## config.mk

```make
export PLATFORM = sky130hd
export DESIGN_NAME = contiguous_block_allocator_core_flat
export DESIGN_NICKNAME = d
export VERILOG_FILES = /design/src/rtl/cba_pkg.sv /design/src/rtl/cba_req_if.sv /design/src/rtl/cba_rsp_if.sv /design/src/rtl/contiguous_block_allocator_core.sv /design/src/rtl/cba_ram.sv /design/src/rtl/cba_ctrl.sv /design/src/rtl/cba_dp.sv /design/src/flat_wrapper.sv
export SDC_FILE = /design/constraint.sdc
export NUM_CORES = 1
export LEC_CHECK = 0
export ABC_AREA = 1
export BUFFER_PORTS_ARGS = -buffer_cell sky130_fd_sc_hd__buf_4
export CORE_ASPECT_RATIO = 1.1
export CORE_UTILIZATION = 45
export DETAILED_ROUTE_END_ITERATION = 8
export SYNTH_ARGS = -nofsm -noshare
export SYNTH_HDL_FRONTEND = slang
export SYNTH_SLANG_ARGS = --single-unit
export TNS_END_PERCENT = 10
```

## constraint.sdc

```tcl
create_clock -name i_clk -period 9.5 [get_ports i_clk]
set_input_delay 0.95 -clock i_clk [delete_from_list [all_inputs] [get_ports i_clk]]
set_output_delay 0.95 -clock i_clk [all_outputs]
set_load 0.005 [all_outputs]
```

## src/rtl/cba_pkg.sv

```systemverilog
// -----------------------------------------------------------------------------
// cba_pkg
// Shared types and codes for the contiguous block allocator: field widths,
// request and result codes, controller states and the command/status bundles
// between controller and datapath.
// -----------------------------------------------------------------------------
`timescale 1ns / 1ps
`default_nettype none

package cba_pkg;

    // beat field widths
    localparam int OP_W   = 2;
    localparam int LEN_W  = 7;
    localparam int BLK_W  = 7;
    localparam int WEND_W = 8;
    localparam int STAT_W = 2;

    // request codes
    localparam logic [OP_W-1:0] OP_ALLOC = 2'd0;
    localparam logic [OP_W-1:0] OP_FREE  = 2'd1;
    localparam logic [OP_W-1:0] OP_MARK  = 2'd2;

    // result codes
    localparam logic [STAT_W-1:0] ST_DONE  = 2'd0;
    localparam logic [STAT_W-1:0] ST_NOFIT = 2'd1;
    localparam logic [STAT_W-1:0] ST_RANGE = 2'd2;

    // controller states
    typedef enum logic [2:0] {
        S_CLEAR,
        S_IDLE,
        S_DECODE,
        S_SCAN,
        S_FILL,
        S_RESP
    } t_state;

    // controller to datapath
    typedef struct packed {
        logic clr_step;
        logic load;
        logic set_scan;
        logic scan_step;
        logic take_hit;
        logic set_fill;
        logic fill_step;
        logic set_nofit;
        logic set_range;
        logic emit;
    } t_dp_cmd;

    // datapath to controller
    typedef struct packed {
        logic clr_last;
        logic is_alloc;
        logic is_fm;
        logic alloc_empty;
        logic range_err;
        logic len_zero;
        logic hit;
        logic scan_end;
        logic fill_last;
        logic out_free;
    } t_dp_sts;

endpackage

`default_nettype wire

```

## src/rtl/cba_req_if.sv

```systemverilog
// -----------------------------------------------------------------------------
// cba_req_if
// Request channel: valid/ready handshake with one allocate, free or mark
// request per beat.
// -----------------------------------------------------------------------------
`timescale 1ns / 1ps
`default_nettype none

interface cba_req_if import cba_pkg::*; ();

    logic              valid;
    logic              ready;
    logic [OP_W-1:0]   op;
    logic [LEN_W-1:0]  run_length;
    logic [BLK_W-1:0]  first_block;
    logic [WEND_W-1:0] window_end;

    modport source (
        output valid, op, run_length, first_block, window_end,
        input  ready
    );

    modport sink (
        input  valid, op, run_length, first_block, window_end,
        output ready
    );

endinterface

`default_nettype wire

```

## src/rtl/cba_rsp_if.sv

```systemverilog
// -----------------------------------------------------------------------------
// cba_rsp_if
// Result channel: valid/ready handshake with one status and run start per
// beat.
// -----------------------------------------------------------------------------
`timescale 1ns / 1ps
`default_nettype none

interface cba_rsp_if import cba_pkg::*; ();

    logic              valid;
    logic              ready;
    logic [STAT_W-1:0] status;
    logic [BLK_W-1:0]  run_start;

    modport source (
        output valid, status, run_start,
        input  ready
    );

    modport sink (
        input  valid, status, run_start,
        output ready
    );

endinterface

`default_nettype wire

```

## src/rtl/contiguous_block_allocator_core.sv

```systemverilog
// -----------------------------------------------------------------------------
// contiguous_block_allocator_core
// First-fit contiguous allocator over a one-bit-per-block usage map: allocate
// a run inside a window, free a range or mark a range used.
//
//   channel  dir  beat contents                                  handshake
//   i_req    in   op, run_length, first_block, window_end        valid/ready
//   o_rsp    out  status, run_start                              valid/ready
//
// allocate: reads map bits from first_block until the run is found or the window
//           ends, one map bit per cycle from the map RAM
// free/mark: one map bit written per cycle; nothing is written when the range is
//           rejected
// after reset a clearing pass writes every block of the map; i_req is
// not ready during it
// one request in flight; a result held in o_rsp does not block the next request
// -----------------------------------------------------------------------------
`timescale 1ns / 1ps
`default_nettype none

module contiguous_block_allocator_core import cba_pkg::*; #(
    parameter int NUM_BLOCKS = 128
) (
    input  wire logic  i_clk,
    input  wire logic  i_rst_n,
    cba_req_if.sink    i_req,
    cba_rsp_if.source  o_rsp
);

    t_dp_cmd cmd;
    t_dp_sts sts;
    t_state  state;

    // sequencing
    cba_ctrl u_ctrl (
        .i_clk      (i_clk),
        .i_rst_n    (i_rst_n),
        .i_in_valid (i_req.valid),
        .i_sts      (sts),
        .o_in_ready (i_req.ready),
        .o_cmd      (cmd),
        .o_state    (state)
    );

    // map and registers
    cba_dp #(
        .NUM_BLOCKS (NUM_BLOCKS)
    ) u_dp (
        .i_clk         (i_clk),
        .i_rst_n       (i_rst_n),
        .i_cmd         (cmd),
        .o_sts         (sts),
        .i_op          (i_req.op),
        .i_run_length  (i_req.run_length),
        .i_first_block (i_req.first_block),
        .i_window_end  (i_req.window_end),
        .i_out_ready   (o_rsp.ready),
        .o_out_valid   (o_rsp.valid),
        .o_status      (o_rsp.status),
        .o_run_start   (o_rsp.run_start)
    );

    // an accepted request is decoded in the next cycle
    a_accept_decode: assert property (@(posedge i_clk) disable iff (!i_rst_n)
        (i_req.valid && i_req.ready) |=> (state == S_DECODE))
        else $error("accepted request not decoded");

    // a new result only comes out of the result state
    a_emit_from_resp: assert property (@(posedge i_clk) disable iff (!i_rst_n)
        cmd.emit |-> (state == S_RESP))
        else $error("result emitted outside result state");

    // failed requests report run start zero
    a_fail_start_zero: assert property (@(posedge i_clk) disable iff (!i_rst_n)
        (o_rsp.valid && (o_rsp.status != ST_DONE)) |-> (o_rsp.run_start == '0))
        else $error("failed request with nonzero run start");

    // a found run goes straight to the fill
    a_hit_in_window: assert property (@(posedge i_clk) disable iff (!i_rst_n)
        cmd.take_hit |=> (state == S_FILL))
        else $error("found run not filled");

endmodule

`default_nettype wire

```

## src/rtl/cba_ram.sv

```systemverilog
// -----------------------------------------------------------------------------
// cba_ram
// Generic single-write, single-read RAM with registered read data.
// -----------------------------------------------------------------------------
`timescale 1ns / 1ps
`default_nettype none

module cba_ram #(
    parameter int WIDTH = 1,
    parameter int DEPTH = 128
) (
    input  wire logic                     i_clk,
    input  wire logic                     i_wr_en,
    input  wire logic [$clog2(DEPTH)-1:0] i_wr_addr,
    input  wire logic [WIDTH-1:0]         i_wr_data,
    input  wire logic                     i_rd_en,
    input  wire logic [$clog2(DEPTH)-1:0] i_rd_addr,
    output logic      [WIDTH-1:0]         o_rd_data
);

    logic [WIDTH-1:0] r_mem [DEPTH];

    // write port
    always_ff @(posedge i_clk) begin
        if (i_wr_en) begin
            r_mem[i_wr_addr] <= i_wr_data;
        end
    end

    // registered read port
    always_ff @(posedge i_clk) begin
        if (i_rd_en) begin
            o_rd_data <= r_mem[i_rd_addr];
        end
    end

endmodule

`default_nettype wire

```

## src/rtl/cba_ctrl.sv

```systemverilog
// -----------------------------------------------------------------------------
// cba_ctrl
// Controller of the allocator: sequences the clearing pass, request decode,
// map scan, range fill and result hand-off.
// -----------------------------------------------------------------------------
`timescale 1ns / 1ps
`default_nettype none

module cba_ctrl import cba_pkg::*; (
    input  wire logic    i_clk,
    input  wire logic    i_rst_n,
    input  wire logic    i_in_valid,
    input  wire t_dp_sts i_sts,
    output logic         o_in_ready,
    output t_dp_cmd      o_cmd,
    output t_state       o_state
);

    t_state r_state;
    t_state n_state;

    // state register
    always_ff @(posedge i_clk) begin
        if (!i_rst_n) begin
            r_state <= S_CLEAR;
        end else begin
            r_state <= n_state;
        end
    end

    // next state
    always_comb begin
        n_state = r_state;
        unique case (r_state)
            S_CLEAR: begin
                if (i_sts.clr_last) n_state = S_IDLE;
            end
            S_IDLE: begin
                if (i_in_valid) n_state = S_DECODE;
            end
            S_DECODE: begin
                priority if (i_sts.is_alloc) begin
                    n_state = i_sts.alloc_empty ? S_RESP : S_SCAN;
                end else if (i_sts.is_fm) begin
                    n_state = (i_sts.range_err || i_sts.len_zero) ? S_RESP : S_FILL;
                end else begin
                    n_state = S_RESP;
                end
            end
            S_SCAN: begin
                priority if (i_sts.hit) begin
                    n_state = S_FILL;
                end else if (i_sts.scan_end) begin
                    n_state = S_RESP;
                end else begin
                    n_state = S_SCAN;
                end
            end
            S_FILL: begin
                if (i_sts.fill_last) n_state = S_RESP;
            end
            S_RESP: begin
                if (i_sts.out_free) n_state = S_IDLE;
            end
            default: n_state = S_CLEAR;
        endcase
    end

    // datapath commands
    always_comb begin
        o_cmd      = '0;
        o_in_ready = 1'b0;
        unique case (r_state)
            S_CLEAR: begin
                o_cmd.clr_step = 1'b1;
            end
            S_IDLE: begin
                o_in_ready = 1'b1;
                o_cmd.load = i_in_valid;
            end
            S_DECODE: begin
                priority if (i_sts.is_alloc) begin
                    o_cmd.set_nofit = i_sts.alloc_empty;
                    o_cmd.set_scan  = !i_sts.alloc_empty;
                end else if (i_sts.is_fm) begin
                    o_cmd.set_range = i_sts.range_err;
                    o_cmd.set_fill  = !i_sts.range_err && !i_sts.len_zero;
                end else begin
                    o_cmd = '0;
                end
            end
            S_SCAN: begin
                priority if (i_sts.hit) begin
                    o_cmd.take_hit = 1'b1;
                end else if (i_sts.scan_end) begin
                    o_cmd.set_nofit = 1'b1;
                end else begin
                    o_cmd.scan_step = 1'b1;
                end
            end
            S_FILL: begin
                o_cmd.fill_step = 1'b1;
            end
            S_RESP: begin
                o_cmd.emit = i_sts.out_free;
            end
            default: begin
                o_cmd = '0;
            end
        endcase
    end

    assign o_state = r_state;

endmodule

`default_nettype wire

```

## src/rtl/cba_dp.sv

```systemverilog
// -----------------------------------------------------------------------------
// cba_dp
// Datapath of the allocator: request registers, the usage map RAM, the scan
// counters, range fill address and the result output register.
// -----------------------------------------------------------------------------
`timescale 1ns / 1ps
`default_nettype none

module cba_dp import cba_pkg::*; #(
    parameter int NUM_BLOCKS = 128
) (
    input  wire logic              i_clk,
    input  wire logic              i_rst_n,
    input  wire t_dp_cmd           i_cmd,
    output t_dp_sts                o_sts,
    input  wire logic [OP_W-1:0]   i_op,
    input  wire logic [LEN_W-1:0]  i_run_length,
    input  wire logic [BLK_W-1:0]  i_first_block,
    input  wire logic [WEND_W-1:0] i_window_end,
    input  wire logic              i_out_ready,
    output logic                   o_out_valid,
    output logic [STAT_W-1:0]      o_status,
    output logic [BLK_W-1:0]       o_run_start
);

    // block index width, wide enough for the block count and for first + length
    localparam int AW = $clog2(NUM_BLOCKS);
    localparam int CW = ($clog2(NUM_BLOCKS + 1) > WEND_W) ? $clog2(NUM_BLOCKS + 1) : WEND_W;
    localparam logic [CW-1:0] NB      = CW'(NUM_BLOCKS);
    localparam logic [CW-1:0] NB_LAST = CW'(NUM_BLOCKS - 1);

    logic [OP_W-1:0]   r_op;
    logic [LEN_W-1:0]  r_len;
    logic [CW-1:0]     r_first;
    logic [CW-1:0]     r_wend;
    logic [CW-1:0]     r_addr;
    logic [CW-1:0]     r_cmp;
    logic              r_cmp_vld;
    logic [LEN_W-1:0]  r_count;
    logic [LEN_W-1:0]  r_left;
    logic              r_wval;
    logic [STAT_W-1:0] r_res_status;
    logic [BLK_W-1:0]  r_res_start;
    logic              r_out_valid;
    logic [STAT_W-1:0] r_out_status;
    logic [BLK_W-1:0]  r_out_start;

    logic              rd_data;
    logic              rd_en;
    logic              wr_en;
    logic              wr_data;
    logic              addr_in_win;
    logic [LEN_W-1:0]  count_inc;
    logic [CW-1:0]     hit_start;
    logic [CW-1:0]     wend_in;
    logic [CW-1:0]     range_end;

    // usage map, one bit per block
    cba_ram #(
        .WIDTH (1),
        .DEPTH (NUM_BLOCKS)
    ) u_map (
        .i_clk     (i_clk),
        .i_wr_en   (wr_en),
        .i_wr_addr (r_addr[AW-1:0]),
        .i_wr_data (wr_data),
        .i_rd_en   (rd_en),
        .i_rd_addr (r_addr[AW-1:0]),
        .o_rd_data (rd_data)
    );

    // map access
    assign addr_in_win = r_addr < r_wend;
    assign rd_en       = i_cmd.scan_step && addr_in_win;
    assign wr_en       = i_cmd.clr_step || i_cmd.fill_step;
    assign wr_data     = i_cmd.clr_step ? (r_addr == '0) : r_wval;

    // window end saturated to the map size
    assign wend_in   = (CW'(i_window_end) > NB) ? NB : CW'(i_window_end);
    assign range_end = r_first + CW'(r_len);

    // free-run counting on the block whose read data is back
    assign count_inc = r_count + LEN_W'(1);
    assign hit_start = r_cmp + CW'(1) - CW'(r_len);

    // status to controller
    always_comb begin
        o_sts             = '0;
        o_sts.clr_last    = r_addr == NB_LAST;
        o_sts.is_alloc    = r_op == OP_ALLOC;
        o_sts.is_fm       = (r_op == OP_FREE) || (r_op == OP_MARK);
        o_sts.alloc_empty = (r_len == '0) || (r_first >= r_wend);
        o_sts.range_err   = range_end > NB;
        o_sts.len_zero    = r_len == '0;
        o_sts.hit         = r_cmp_vld && !rd_data && (count_inc == r_len);
        o_sts.scan_end    = !addr_in_win && !r_cmp_vld;
        o_sts.fill_last   = r_left == LEN_W'(1);
        o_sts.out_free    = !r_out_valid || i_out_ready;
    end

    // request capture
    always_ff @(posedge i_clk) begin
        if (i_cmd.load) begin
            r_op    <= i_op;
            r_len   <= i_run_length;
            r_first <= CW'(i_first_block);
            r_wend  <= wend_in;
        end
    end

    // block address: clearing sweep, scan reads and range fill
    always_ff @(posedge i_clk) begin
        if (!i_rst_n) begin
            r_addr    <= '0;
            r_cmp_vld <= 1'b0;
        end else begin
            priority if (i_cmd.clr_step || i_cmd.fill_step) begin
                r_addr <= r_addr + CW'(1);
            end else if (i_cmd.set_scan || i_cmd.set_fill) begin
                r_addr    <= r_first;
                r_cmp_vld <= 1'b0;
            end else if (i_cmd.take_hit) begin
                r_addr    <= hit_start;
                r_cmp_vld <= 1'b0;
            end else if (i_cmd.scan_step) begin
                r_cmp_vld <= addr_in_win;
                if (addr_in_win) begin
                    r_addr <= r_addr + CW'(1);
                end
            end else begin
                r_addr <= r_addr;
            end
        end
    end

    // scan and fill bookkeeping
    always_ff @(posedge i_clk) begin
        if (i_cmd.set_scan) begin
            r_count <= '0;
        end else if (i_cmd.scan_step && r_cmp_vld) begin
            r_count <= rd_data ? '0 : count_inc;
        end
        if (i_cmd.scan_step && addr_in_win) begin
            r_cmp <= r_addr;
        end
        if (i_cmd.set_fill || i_cmd.take_hit) begin
            r_left <= r_len;
            r_wval <= i_cmd.take_hit || (r_op == OP_MARK);
        end else if (i_cmd.fill_step) begin
            r_left <= r_left - LEN_W'(1);
        end
    end

    // pending result
    always_ff @(posedge i_clk) begin
        priority if (i_cmd.load) begin
            r_res_status <= ST_DONE;
            r_res_start  <= '0;
        end else if (i_cmd.set_nofit) begin
            r_res_status <= ST_NOFIT;
        end else if (i_cmd.set_range) begin
            r_res_status <= ST_RANGE;
        end else if (i_cmd.take_hit) begin
            r_res_start <= hit_start[BLK_W-1:0];
        end else begin
            r_res_status <= r_res_status;
        end
    end

    // output register
    always_ff @(posedge i_clk) begin
        if (!i_rst_n) begin
            r_out_valid <= 1'b0;
        end else if (i_cmd.emit) begin
            r_out_valid <= 1'b1;
        end else if (i_out_ready) begin
            r_out_valid <= 1'b0;
        end
    end

    always_ff @(posedge i_clk) begin
        if (i_cmd.emit) begin
            r_out_status <= r_res_status;
            r_out_start  <= r_res_start;
        end
    end

    assign o_out_valid = r_out_valid;
    assign o_status    = r_out_status;
    assign o_run_start = r_out_start;

endmodule

`default_nettype wire

```

## src/flat_wrapper.sv

```systemverilog
// flat-port wrapper written by rule: the top's interface ports become plain ports
module contiguous_block_allocator_core_flat import cba_pkg::*;
#(
    parameter int NUM_BLOCKS = 128
)
  (i_clk, i_rst_n, i_req_valid, i_req_op, i_req_run_length, i_req_first_block, i_req_window_end, i_req_ready, o_rsp_valid, o_rsp_status, o_rsp_run_start, o_rsp_ready);
  cba_req_if i_req_i ();
  cba_rsp_if o_rsp_i ();
  input  wire logic i_clk;
  input  wire logic i_rst_n;
  input wire logic [$bits(i_req_i.valid)-1:0] i_req_valid;
  input wire logic [$bits(i_req_i.op)-1:0] i_req_op;
  input wire logic [$bits(i_req_i.run_length)-1:0] i_req_run_length;
  input wire logic [$bits(i_req_i.first_block)-1:0] i_req_first_block;
  input wire logic [$bits(i_req_i.window_end)-1:0] i_req_window_end;
  output wire logic [$bits(i_req_i.ready)-1:0] i_req_ready;
  output wire logic [$bits(o_rsp_i.valid)-1:0] o_rsp_valid;
  output wire logic [$bits(o_rsp_i.status)-1:0] o_rsp_status;
  output wire logic [$bits(o_rsp_i.run_start)-1:0] o_rsp_run_start;
  input wire logic [$bits(o_rsp_i.ready)-1:0] o_rsp_ready;
  assign i_req_i.valid = i_req_valid;
  assign i_req_i.op = i_req_op;
  assign i_req_i.run_length = i_req_run_length;
  assign i_req_i.first_block = i_req_first_block;
  assign i_req_i.window_end = i_req_window_end;
  assign i_req_ready = i_req_i.ready;
  assign o_rsp_valid = o_rsp_i.valid;
  assign o_rsp_status = o_rsp_i.status;
  assign o_rsp_run_start = o_rsp_i.run_start;
  assign o_rsp_i.ready = o_rsp_ready;
  contiguous_block_allocator_core #(.NUM_BLOCKS(NUM_BLOCKS)) u_core (.i_clk(i_clk), .i_rst_n(i_rst_n), .i_req(i_req_i), .o_rsp(o_rsp_i));
endmodule
```

Word-level counts from Yosys, hierarchy flattened
Memory sizes are Yosys's and may differ from the RTL's. A register that Yosys moved wholly into a read port is not among the register bits.
Cells that the tools add are included.

storage, ports and cells
  flip-flop bits (word level) = 78
  memory bits (writable) = 128
  input bits = 28
  output and inout bits = 11
  word-level logic and storage cells = 131
  memories kept = 1

memories
  memory                   words  width  read ports  clocked after memory_dff  write ports  line           text
  u_core.u_dp.u_map.r_mem  128    1      1           1                         1            cba_ram.sv:21  logic [WIDTH-1:0] r_mem [DEPTH];

operators by class
  $add $sub $neg = 6
  $lt $le $gt $ge = 4
  equality and inequality tests = 14
  mux-type cells = 50
  bitwise logic cells = 3
  reduce and logical (&&, ||, !) cells = 36

operators by type and width
  operator             count
  $mux 8               5
  $mux 1               27
  $mux 3               8
  $mux 7               3
  $pmux 3 s6           1
  $add 8x1->8 const B  2
  $gt 8x8->1 const B   2
  $add 7x7->8          1
  $eq 8x7->1 const B   1
  $ge 7x8->1           1
  $logic_not 8->1      1
  $logic_or 1x1->1     8
  $lt 8x8->1           1
  $reduce_bool 4->1    2
  $sub 8x7->8          1
  $add 7x1->7 const B  1
  $eq 7x1->1 const B   1
  $eq 7x7->1           1
  $logic_not 1->1      7
  $logic_not 7->1      1
  $sub 7x1->7 const B  1
  $eq 3x2->1 const B   2
  $eq 3x3->1 const B   2
  $logic_and 1x1->1    6
  17 further kinds     27

Depth between registers and ports, before layout
  word-level depth = 10
  depth in mapped cells = 18
  mapped depth without buffers = 17

By module
Synthesis repeated with hierarchy kept, for this count alone.

unflattened totals
  cells, all modules = 1221
  area total of the unflattened synthesis = 10862.9 um^2

modules (own cells, without submodules)
  module    instances  cells an instance  area each (um^2)  sequential area each (um^2)
  cba_ram   1          620                5936.9            3873.7
  cba_dp    1          534                4576.9            1991.9
  cba_ctrl  1          67                 349.1             60.1

Least setup slack after synthesis
Ideal clock, no wire load.

  path kind = reg2reg
  start = reg u_core.u_ctrl.r_state[0], in the netlist u_core.u_ctrl.o_state[0]
  end = mem u_core.u_dp.u_map.r_mem[0] (data pin)
  setup time = 1.223 ns
  arrival = 6.234 ns
  data required time = 8.277 ns
  setup slack = 2.043 ns
  cell stages (with the launch flop) = 6
  buffers on the path = 0
  period minus slack after synthesis = 7.457 ns
  cells stage by stage = dfxtp_1 -> nor2_1 -> inv_1 -> nor2_1 -> inv_1 -> o31ai_1

on the way
  cells in the longest elaborated chain, start to end = 3

ends and longest elaborated chain
  element                                line            text
  from (decl)                            cba_ctrl.sv:19  t_state r_state;
  from (signal assigned)                 cba_ctrl.sv:27  r_state <= n_state;
  $logic_not 3->1                        cba_ctrl.sv:73  unique case (r_state)
  $mux 1                                 -
  $mux 1                                 cba_dp.sv:76    assign wr_data = i_cmd.clr_step ? (r_addr == '0) : r_wval;
  named net u_core.u_dp.u_map.i_wr_data  cba_ram.sv:15   input wire logic [WIDTH-1:0] i_wr_data,
  to (decl)                              cba_ram.sv:21

The timed path passes the listed nets, and every way through them passes these cells.

Worst setup path after layout
  start = reg u_core.u_dp.r_len[0]
  end = reg u_core.u_dp.r_left[1], enable pin

on the way
  cells in the longest elaborated chain, start to end = 9
  elaborated cells on any way between the ends = 15
  those cells by class = 1 x add/sub; 1 x order compare; 1 x eq/ne; 5 x mux; 7 x reduce/logical

ends and longest elaborated chain
  element                        line            text
  from (decl)                    cba_dp.sv:33    logic [LEN_W-1:0] r_len;
  from (signal assigned)         cba_dp.sv:105   r_len <= i_run_length;
  $add 7x7->8                    cba_dp.sv:80    assign range_end = r_first + CW'(r_len);
  $gt 8x8->1                     cba_dp.sv:93    o_sts.range_err = range_end > NB;
  $logic_not 1->1                cba_ctrl.sv:87  o_cmd.set_fill = !i_sts.range_err && !i_sts.len_zero;
  $logic_and 1x1->1              cba_ctrl.sv:87
  $mux 1                         cba_ctrl.sv:85  end else if (i_sts.is_fm) begin
  $mux 2                         cba_ctrl.sv:82  priority if (i_sts.is_alloc) begin
  $mux 1                         cba_ctrl.sv:73
  $logic_or 1x1->1 *             cba_dp.sv:146   if (i_cmd.set_fill || i_cmd.take_hit) begin
  $reduce_bool 2->1 (no line) *  -
  to (signal assigned)           cba_dp.sv:147   r_left <= r_len;
  to (signal assigned)           cba_dp.sv:150   r_left <= r_left - LEN_W'(1);
  to (decl)                      cba_dp.sv:40    logic [LEN_W-1:0] r_left;

Every way passes the cells marked *; elsewhere a longest branch is shown, timed or not.
A chain may end at the register's enable or synchronous reset.

==> out/metrics.cfg <==
[run_status]
status=finished clean

[global_route]
grt_pass1_vias=7307
antenna_found_initial=0
grt_max_degree=129
grt_pass1_wl_um=40100
overflow=0
grtUsageTotal_pct=22.4

[yosys]
syn_nets=1143
synthArstFlopShare_pct=0
synthDistinctLibCells=47
synth.area.top_cells=edfxtp_1 52%, nand2_1 8.2%, nor2_1 7.8%
yosysMostFrequentCell=nand2_1
synth_warnings=0
synthCells=1072
netlist_area_sq_mm=0.0102
yosys.area.top_type=edfxtp_1
synthTopCellsByCount=223 x nand2_1, 214 x nor2_1, 178 x edfxtp_1
synth_edf_count=178
synth_seq_area_share_pct=57.9
synth_top_area_share_pct=52.2
synth_seq_cells=207
avgSynthCellArea_sq_um=9.55
synth-main-ff-cell=edfxtp_1

[place]
dpl.cell_count=1385
gp_congestion=0.850
pre_cts_slack_ns=6.38
dpl_cell_area_sq_mm=0.0108
io_buffers=38
dpl.hpwl_um=17200

[setup_path]
cpLargestDelayFamily=simple AND/OR/NAND/NOR gates
start_kind=flip-flop
cp-end-kind=flip-flop
crit_chain=ha_1, fa_1, nand3_1, nand2_1, nand2_1, nand3_1, nor2_1, nand3_1, nand2_1, nand3_2, nand2_2, inv_2, nand2_1
worst_ep_required_time_ns=9.68
cpPeakStageDelay_ns=0.49
cp_common_cell=nand2_1
cpMaxStageDelayCell=fa_1
worst-path-buf-inv=1
setup.worst_path.class=reg2reg
crit_arrival_ns=3.28
cp_max_fo=10

[timing]
skew_ns=0.0148
fin_crit_ns=3.10
max_slew_margin_pct=22.8
setup_violations=0
max_freq_mhz=322
rsz0062_at_grt=false
drv_slew=0
layout_setup_ws_ns=6.40
fin_crit_sh_pct=32.7
tightest_slew_ns=1.16
setup_tns_ns=0
hold_violations=0

[final_layout]
fillCellCount=2089
area_delta_synth_final_pct=13.3
final_nets=1187
fin_util_pct=52.3
design_area_sq_mm=0.0116
fin_cells=1426
final_layout_size_suffix_gt1_share_pct=9.55
n_antenna_cell=0

[detailed_routing]
wirelength_um=25900
vias_per_cell=5.31
num_vias=7566
drtAntennaViolNets=0
route.detailed.drc=0
drt_iter0_markers=609
first_pass_iters=5
post_drt_wl_per_cell_um=18.2

[min_path]
holdCritPathClass=reg2reg

[pwr]
p_per_area_mw_per_mm2=179
vdd_drop_max_mv=0.149
power_switching_uw=454
switching_share_pct=21.8
clkPwrFrac_pct=44.6
p_int_uw=1630
seqPwrFrac_pct=49.3
power_frac_comb_pct=6.1
total_leakage_power_uw=0.00448

[die]
core_area_sq_mm=0.0222
die_area_sq_mm=0.0234
die_x_um=146
io-pin-count=39
rows=57
start_util_pct=46.2
die_h_um=160

[clock_network]
cts.sinks=207
cts.repair.resized=0
tritoncts=yes
h-tree-depth=1
path_clk_slew_ns=0.06
worstSkewPairLatency_ns=0.52
holdBufCountCts=0
cts_max_path_buffers=3
postCtsSetupBuffers=0
clock-root-buffer=clkbuf_16
cts_buffers=24

[run]
maxCapViolCount=0

[registers in the layout, indices dropped and copies added, names as in the netlist, 2 cells and up]
| register | cells |
|---|---|
| u_core.u_dp.u_map.r_mem | 128 |
| u_core.u_dp.r_addr | 8 |
| u_core.u_dp.r_cmp | 8 |
| u_core.u_dp.r_wend | 8 |
| u_core.u_dp.o_run_start | 7 |
| u_core.u_dp.r_count | 7 |
| u_core.u_dp.r_first | 7 |
| u_core.u_dp.r_left | 7 |
| u_core.u_dp.r_len | 7 |
| u_core.u_dp.r_res_start | 7 |
| u_core.u_ctrl.o_state | 3 |
| u_core.u_dp.o_status | 2 |
| u_core.u_dp.r_op | 2 |
| u_core.u_dp.r_res_status | 2 |
[logic make-up after synthesis]
| logic type | synth area share, % |
|---|---|
| DFF | 57.9 |
| buffers and inverters | 5.46 |
| adders and majority gates | 5.40 |
| xor gates and xnor gates | 1.37 |
| AOI/OAI and AO/OA | 7.00 |
| and+or+nand+nor | 22.9 |
[area by class of cell]
class | instances | area, sq um | area share, %
Clock buffer | 33 | 676 | 5.82
Clock inverter | 8 | 115 | 0.992
Inverter | 115 | 432 | 3.72
Multi-Input combinational cell | 726 | 3770 | 32.5
Sequential cell | 207 | 5930 | 51.1
Tap cell | 295 | 369 | 3.18
Timing Repair Buffer | 42 | 315 | 2.72
[metrics by stage]
stage,hold WS (ns),total power [uW]
after global routing,0.450,2140
after detailed placement,0.416,1170
after floorplan,0.408,1120
final,0.430,2080
after CTS,0.430,2100
after global placement,0.420,1170
[power by group through the flow]
stage	Combinational (uW)	Sequential (uW)	Clock, uW
2_1_floorplan	75.0	1050	0
3_3_place_gp	126	1040	0
3_5_place_dp	126	1040	0
4_1_cts	126	1020	945
5_1_grt	137	1030	974
6_report	126	1020	928
[cells in the final DEF (no fill, tap or decap), types with 7 or more instances in the layout]
| master | n |
|---|---|
| ha_1 | 41 |
| xor2_1 | 8 |
| nand2_1 | 223 |
| a221oi_1 | 10 |
| nand4_1 | 28 |
| a22oi_1 | 10 |
| nand2_2 | 12 |
| o21ai_0 | 21 |
| nor2_1 | 212 |
| edfxtp_1 | 178 |
| a21oi_1 | 44 |
| clkbuf_16 | 25 |
| xnor2_1 | 8 |
| inv_1 | 107 |
| nand3_1 | 52 |
| buf_4 | 42 |
| a211oi_1 | 7 |
| dfxtp_1 | 29 |
[final timing paths]
check,startpoint,cells after the start,slack (ns),endpoint
max,u_core.u_dp.r_len[0],13,6.40,u_core.u_dp.r_left[1]
min,u_core.u_dp.r_res_status[1],0,0.43,u_core.u_dp.o_status[1]
max reg2reg,u_core.u_dp.r_len[0],13,6.40,u_core.u_dp.r_left[1]
min reg2reg,u_core.u_dp.r_res_status[1],0,0.43,u_core.u_dp.o_status[1]
[worst reg2reg max path: stages, from the launching register on]
cell	delay [ns]
edfxtp_1	0.46
ha_1	0.28
fa_1	0.49
nand3_1	0.15
nand2_1	0.06
nand2_1	0.05
nand3_1	0.07
nor2_1	0.11
nand3_1	0.08
nand2_1	0.18
nand3_2	0.23
nand2_2	0.23
inv_2	0.10
nand2_1	0.27
[layer usage]
layer  up-vias  GRT usage [%]  wire length [um]
li1       3726              -                 -
met1      3618           27.7             10900
met2       173           39.7             13000
met3        49           2.80              1100
met4         0           9.14               829
met5         -              0                 0
(Power assumes the default switching activity.)
